[src/rtl/csmr_pkg.sv]
package csmr_pkg;

    localparam int unsigned MAX_ITER  = 64;
    localparam int unsigned FRAC_BITS = 16;

    localparam int unsigned DATA_W = 32;
    localparam int unsigned COEF_W = FRAC_BITS + 1;
    localparam int unsigned PROD_W = DATA_W + COEF_W;
    localparam int unsigned PASS_W = $clog2(MAX_ITER + 1);

    // round(0.10 * 2^F) and round(0.17 * 2^F)
    localparam logic [COEF_W-1:0] COEF_TENTH =
        COEF_W'(((64'd1 << FRAC_BITS) * 64'd10 + 64'd50) / 64'd100);
    localparam logic [COEF_W-1:0] COEF_SHARE =
        COEF_W'(((64'd1 << FRAC_BITS) * 64'd17 + 64'd50) / 64'd100);

    localparam logic [DATA_W-1:0] MIN_STORE_RST = 32'd328;

    typedef struct packed {
        logic [31:0] snow_in;
        logic [31:0] storage_in;
        logic [31:0] released_in;
        logic [31:0] drip_in;
    } in_item_t;

    typedef struct packed {
        logic [31:0] snow_out;
        logic [31:0] storage_out;
        logic [31:0] released_out;
        logic [31:0] drip_out;
        logic        iter_cap_hit;
    } out_item_t;

    typedef enum logic {
        COEF_SEL_TENTH,
        COEF_SEL_SHARE
    } coef_sel_t;

    typedef struct packed {
        logic      en;
        coef_sel_t sel;
    } mul_ctrl_t;

    typedef enum logic [2:0] {
        ST_IDLE,
        ST_CHECK,
        ST_MUL_TENTH,
        ST_MUL_SHARE,
        ST_TEST,
        ST_REL,
        ST_DONE
    } seq_state_t;

    function automatic logic [DATA_W-1:0] sat_add(
        input logic [DATA_W-1:0] a,
        input logic [DATA_W-1:0] b
    );
        logic [DATA_W:0] s;
        s = {1'b0, a} + {1'b0, b};
        return s[DATA_W] ? {DATA_W{1'b1}} : s[DATA_W-1:0];
    endfunction

    function automatic logic [DATA_W-1:0] umin(
        input logic [DATA_W-1:0] a,
        input logic [DATA_W-1:0] b
    );
        return (a < b) ? a : b;
    endfunction

endpackage

[src/rtl/csmr_mul.sv]
module csmr_mul (
    input  logic                         clk,
    input  csmr_pkg::mul_ctrl_t          ctrl,
    input  logic [csmr_pkg::DATA_W-1:0]  a,
    output logic [csmr_pkg::DATA_W-1:0]  scaled
);
    import csmr_pkg::*;

    logic [COEF_W-1:0] coef;
    logic [PROD_W-1:0] prod_reg;

    always_comb
    begin
        case (ctrl.sel)
            COEF_SEL_TENTH: coef = COEF_TENTH;
            COEF_SEL_SHARE: coef = COEF_SHARE;
            default:        coef = COEF_TENTH;
        endcase
    end

    always_ff @(posedge clk)
    begin
        if (ctrl.en)
        begin
            prod_reg <= PROD_W'(a) * PROD_W'(coef);
        end
    end

    // truncating shift back to Q format; coef < 2^F so it fits
    assign scaled = prod_reg[FRAC_BITS +: DATA_W];

endmodule

[src/rtl/csmr_core.sv]
module csmr_core (
    input  logic                         clk,
    input  logic                         rst_n,
    input  logic                         start,
    input  csmr_pkg::in_item_t           item,
    input  logic [csmr_pkg::DATA_W-1:0]  min_store,
    output logic                         idle,
    output logic                         res_valid,
    input  logic                         res_ready,
    output csmr_pkg::out_item_t          res
);
    import csmr_pkg::*;

    seq_state_t        state_reg,   state_next;
    logic [DATA_W-1:0] snow_reg,    snow_next;
    logic [DATA_W-1:0] stor_reg,    stor_next;
    logic [DATA_W-1:0] rel_reg,     rel_next;
    logic [DATA_W-1:0] drip_reg,    drip_next;
    logic [DATA_W-1:0] tenth_reg,   tenth_next;
    logic [DATA_W-1:0] share_reg,   share_next;
    logic [PASS_W-1:0] passes_reg,  passes_next;
    logic              capped_reg,  capped_next;

    mul_ctrl_t         mul_ctrl;
    logic [DATA_W-1:0] scaled;
    logic [DATA_W-1:0] drop;
    logic [DATA_W-1:0] rel_amt;

    csmr_mul u_mul (
        .clk    (clk),
        .ctrl   (mul_ctrl),
        .a      (snow_reg),
        .scaled (scaled)
    );

    always_ff @(posedge clk or negedge rst_n)
    begin
        if (!rst_n)
        begin
            state_reg <= ST_IDLE;
        end
        else
        begin
            state_reg <= state_next;
        end
    end

    always_ff @(posedge clk)
    begin
        snow_reg   <= snow_next;
        stor_reg   <= stor_next;
        rel_reg    <= rel_next;
        drip_reg   <= drip_next;
        tenth_reg  <= tenth_next;
        share_reg  <= share_next;
        passes_reg <= passes_next;
        capped_reg <= capped_next;
    end

    assign drop    = umin(stor_reg, snow_reg);
    assign rel_amt = (snow_reg < min_store) ? '0
                   : umin(snow_reg - min_store, share_reg);

    always_comb
    begin
        state_next  = state_reg;
        snow_next   = snow_reg;
        stor_next   = stor_reg;
        rel_next    = rel_reg;
        drip_next   = drip_reg;
        tenth_next  = tenth_reg;
        share_next  = share_reg;
        passes_next = passes_reg;
        capped_next = capped_reg;
        mul_ctrl.en  = 1'b0;
        mul_ctrl.sel = COEF_SEL_TENTH;
        res_valid   = 1'b0;

        case (state_reg)
            ST_IDLE:
            begin
                if (start)
                begin
                    snow_next   = item.snow_in;
                    stor_next   = item.storage_in;
                    rel_next    = item.released_in;
                    drip_next   = item.drip_in;
                    passes_next = '0;
                    capped_next = 1'b0;
                    state_next  = ST_CHECK;
                end
            end
            ST_CHECK:
            begin
                if (snow_reg > min_store)
                begin
                    state_next = ST_MUL_TENTH;
                end
                else
                begin
                    // at or below minimum: final drip, storage emptied
                    drip_next  = sat_add(drip_reg, drop);
                    snow_next  = snow_reg - drop;
                    stor_next  = '0;
                    state_next = ST_DONE;
                end
            end
            ST_MUL_TENTH:
            begin
                mul_ctrl.en  = 1'b1;
                mul_ctrl.sel = COEF_SEL_TENTH;
                state_next   = ST_MUL_SHARE;
            end
            ST_MUL_SHARE:
            begin
                tenth_next   = scaled;
                mul_ctrl.en  = 1'b1;
                mul_ctrl.sel = COEF_SEL_SHARE;
                state_next   = ST_TEST;
            end
            ST_TEST:
            begin
                share_next = scaled;
                if (stor_reg >= tenth_reg)
                begin
                    if (passes_reg >= PASS_W'(MAX_ITER))
                    begin
                        capped_next = 1'b1;
                        state_next  = ST_DONE;
                    end
                    else
                    begin
                        passes_next = passes_reg + PASS_W'(1);
                        drip_next   = sat_add(drip_reg, tenth_reg);
                        snow_next   = snow_reg - tenth_reg;
                        stor_next   = stor_reg - tenth_reg;
                        state_next  = ST_REL;
                    end
                end
                else
                begin
                    // short storage: drip what is there, keep storage
                    drip_next  = sat_add(drip_reg, drop);
                    snow_next  = snow_reg - drop;
                    state_next = ST_DONE;
                end
            end
            ST_REL:
            begin
                rel_next   = sat_add(rel_reg, rel_amt);
                snow_next  = snow_reg - rel_amt;
                state_next = ST_CHECK;
            end
            ST_DONE:
            begin
                res_valid = 1'b1;
                if (res_ready)
                begin
                    state_next = ST_IDLE;
                end
            end
            default:
            begin
                state_next = ST_IDLE;
            end
        endcase
    end

    assign idle             = (state_reg == ST_IDLE);
    assign res.snow_out     = snow_reg;
    assign res.storage_out  = stor_reg;
    assign res.released_out = rel_reg;
    assign res.drip_out     = drip_reg;
    assign res.iter_cap_hit = capped_reg;

endmodule

[src/rtl/canopy_snow_mass_release_top.sv]
// Each release pass steps through check, tenth and share multiply, test and
//   release; a run holds at most 64 passes, then ends in done and the output load.
// One item at a time: the next transfer is taken once the
//   sequencer is back in idle.
// The single shared scaling multiplier, used twice per pass, sets the pace.
// Reset (rst_n, async, active low): control idle, min_store back to 328.
module canopy_snow_mass_release_top (
    input  logic                  clk,
    input  logic                  rst_n,
    input  logic                  in_valid,
    output logic                  in_ready,
    input  csmr_pkg::in_item_t    in_data,
    output logic                  out_valid,
    input  logic                  out_ready,
    output csmr_pkg::out_item_t   out_data,
    input  logic                  cfg_we,
    input  logic [31:0]           cfg_wdata
);
    import csmr_pkg::*;

    logic [DATA_W-1:0] min_store_reg;
    logic              out_valid_reg;
    out_item_t         out_data_reg;

    logic              core_idle;
    logic              res_valid;
    logic              res_ready;
    out_item_t         res;

    // Config register; the user must write it only while the block is idle; the block does not enforce this.
    always_ff @(posedge clk or negedge rst_n)
    begin
        if (!rst_n)
        begin
            min_store_reg <= MIN_STORE_RST;
        end
        else if (cfg_we)
        begin
            min_store_reg <= cfg_wdata;
        end
    end

    // Sequencer takes a new item only from idle.
    assign in_ready = core_idle;

    csmr_core u_core (
        .clk       (clk),
        .rst_n     (rst_n),
        .start     (in_valid && in_ready),
        .item      (in_data),
        .min_store (min_store_reg),
        .idle      (core_idle),
        .res_valid (res_valid),
        .res_ready (res_ready),
        .res       (res)
    );

    // Output register: frees the core once the result is parked here.
    assign res_ready = !out_valid_reg || out_ready;

    always_ff @(posedge clk or negedge rst_n)
    begin
        if (!rst_n)
        begin
            out_valid_reg <= 1'b0;
        end
        else if (res_ready)
        begin
            out_valid_reg <= res_valid;
        end
    end

    always_ff @(posedge clk)
    begin
        if (res_valid && res_ready)
        begin
            out_data_reg <= res;
        end
    end

    assign out_valid = out_valid_reg;
    assign out_data  = out_data_reg;

endmodule

[config.mk]
export PLATFORM = sky130hd
export DESIGN_NAME = canopy_snow_mass_release_top
export DESIGN_NICKNAME = d
export VERILOG_FILES = /design/src/rtl/csmr_pkg.sv /design/src/rtl/csmr_mul.sv /design/src/rtl/csmr_core.sv /design/src/rtl/canopy_snow_mass_release_top.sv
export SDC_FILE = /design/constraint.sdc
export NUM_CORES = 2
export LEC_CHECK = 0
export BUFFER_PORTS_ARGS = -buffer_cell sky130_fd_sc_hd__buf_2
export CORE_ASPECT_RATIO = 0.75
export CORE_UTILIZATION = 63
export DETAILED_ROUTE_END_ITERATION = 12
export PLACE_DENSITY_LB_ADDON = 0.05
export SYNTH_ARGS = -nofsm -noshare
export SYNTH_HDL_FRONTEND = slang
export SYNTH_SLANG_ARGS = --single-unit
[constraint.sdc]
create_clock -name clk -period 9 [get_ports clk]
set_clock_uncertainty 0.05 [all_clocks]
set_input_delay 0.9 -clock clk [delete_from_list [all_inputs] [get_ports clk]]
set_output_delay 0.9 -clock clk [all_outputs]
set_load 0.05 [all_outputs]
==> impl_metrics.tcl <==
set metrics [dict create \
    globalRouteTotalUtil 0.4091 \
    cp.arrival_ns 8.84 \
    synthAdderAreaFrac 0.2931 \
    syn-cell-area_mm2 0.03951 \
    largest_reg_flops 129 \
    ys_async_sr_fraction 0.09068 \
    use_met2 0.5872 \
    status "completed" \
    via_per_inst 6.277 \
    max_cap_viol_count 0 \
    end_kind "flop" \
    synth_ff_type "edfxtp_1" \
    drv_slew 0 \
    worstSetupPathType "flop to flop" \
    grt_max_degree 70 \
    synth_xor_area_frac 0.05387 \
    fmax_mhz 116.8 \
    synth_common_cells "inv_1 (583), ha_1 (540), edfxtp_1 (361), nand2_1 (304), a21oi_1 (299)" \
    post-route-period-util 0.9513 \
    hpwl_um 106500 \
    drive_above_1_share 0.1233 \
    grt_pass1_wl_um 191800 \
    start_kind "flop" \
    globalplace.congestion 1.080 \
    cts_tree "yes" \
    utilization 0.7042 \
    rows 79 \
    drtAntennaViolNets 0 \
    slowest_delay_ns 0.47 \
    synth_top_area_cell "edfxtp_1" \
    met3_usage 0.1367 \
    drtIter0Drc 3641 \
    grt_pass1_vias 30870 \
    grt-ovfl-total 0 \
    placed_cells 5188 \
    tightest_slew_ns 1.257 \
    routed_wl_um 131800 \
    synth_edf_count 361 \
    synth_top_family_by_area "adder cells" \
    avgSynthCellArea_um2 9.574 \
    synth_compound_area_frac 0.1719 \
    cts_max_level 2 \
    path_clk_slew_ns 0.06 \
    min_period_ns 8.562 \
    drc 0 \
    start_util 0.6375 \
    whs_ns 0.3690 \
    seq_area_frac_synth 0.2973 \
    cts_sinks 397 \
    ys_top_cells_by_area "edfxtp_1 (27%), ha_1 (17%), fa_1 (12%)" \
    cp_slowest_cell "a2111oi_2" \
    yosysUniqueCellTypes 94 \
    maxSlewHeadroom 0.1617 \
    clock_latency_ns 0.60 \
    core_area_mm2 0.06198 \
    top_usage_layer "met2" \
    muxShareOfSynthArea 0.01013 \
    numCtsBuffers 41 \
    layout_setup_ws_ns 0.4382 \
    fin_cells 5271 \
    die_area_mm2 0.06373 \
    hold_path.class "flop to flop" \
    syn_to_final_growth_pct 10.47 \
    synth-seq-cells 397 \
    synth.top_cell.area_share 0.2744 \
    ys_warn_count 0 \
    crit_required_ns 9.27 \
    routedWlPerCell_um 25.00 \
    setup_viol 0 \
    clockRootBuffer "clkbuf_16" \
    die_h_um 218.9 \
    num_vias 33080 \
    place_ws_ns -0.1228 \
    synth.most_common_cell "inv_1" \
    drt_pass1_iterations 6 \
    crit_fanout 17 \
    nNetsFinal 5367 \
    hold_viol_final 0 \
    clock_path_buffers 3 \
    holdBufCountCts 0 \
    synth-simple-area-share 0.1067 \
    die_width_um 291.2 \
    antenna_found_initial 10 \
    synthCells 4127 \
    grt_use_met1 0.5737 \
    ios 296 \
    portBuffers 295 \
]
## per-layer routing
| layer | wire length [µm] | vias to the layer above |
|---|---|---|
| met1 | 54520 | 15900 |
| met4 | 5009 | 6 |
| met5 | 45 | - |
| met3 | 17720 | 299 |
| li1 | - | 15120 |
| met2 | 54500 | 1753 |
## final cells by class
class                   count  area (µm²)
multi-input cells        3035       25290
diodes                      8       20.02
well taps                 810        1013
repair buffers            362        1996
inverters                 584        2192
clock inverters            27       317.8
fillers                  4901       18330
flip-flops and latches    397       11750
clock buffers              48        1074
## worst max-delay path: cells and delay by family (launching register included)
| family | cells | cell delay [ns] |
|---|---|---|
| AOI/OAI and AO/OA | 14 | 3.51 |
| xor gates and xnor gates | 3 | 0.45 |
| adders and majority gates | 3 | 1.04 |
| buffers and inverters | 2 | 0.45 |
| DFF | 1 | 0.36 |
| and+or+nand+nor | 12 | 2.44 |
## worst paths after layout
check / from / endpoint / slack (ns) / cells past startpoint
worst max-delay path: min_store_reg[10] / u_core.snow_reg[31] / 0.44 / 34
worst min-delay path: u_core.capped_reg / out_data[0] / 0.37 / 0
worst max register to register: min_store_reg[10] / u_core.snow_reg[31] / 0.44 / 34
worst min register to register: u_core.capped_reg / out_data[0] / 0.37 / 0
max in group asynchronous: rst_n / min_store_reg[4] / 7.75 / 1
min in group asynchronous: rst_n / out_valid / 0.44 / 1
## logic make-up after synthesis
logic type | count (synthesis)
adder cells (fa/ha/maj) | 781
AO/OA/AOI/OAI | 1071
buffers and inverters | 700
AND/OR/NAND/NOR | 898
multiplexers | 36
XOR/XNOR | 243
flip-flops | 397
other | 1
## metrics by stage
stage                     cell area [µm²]   TNS, ns
after floorplan                     39530         0
after global placement              42150         0
after detailed placement            42150   -0.6985
after CTS                           43560         0
after global routing                43630  -0.01336
final                               43650         0
## what timing repair did
action / CTS / global route
endpoints found under the setup margin: 7 / 48
setup buffers: 0 / 0
pin swaps: 0 / 2
hold endpoints to repair: 0 / 0
resized for setup: 2 / 12
## cells in the final DEF (no fill, tap or decap), drive strengths merged, types with 149 or more instances in the layout
cell	instances
a21oi	299
xnor2	149
fa	241
o21ai	288
edfxtp	361
ha	540
buf	362
nor2	218
nand2	304
inv	584
Power is left out: the tool's default activity adds up to more than one toggle a clock period on the data nets, which glitch-free logic cannot reach.
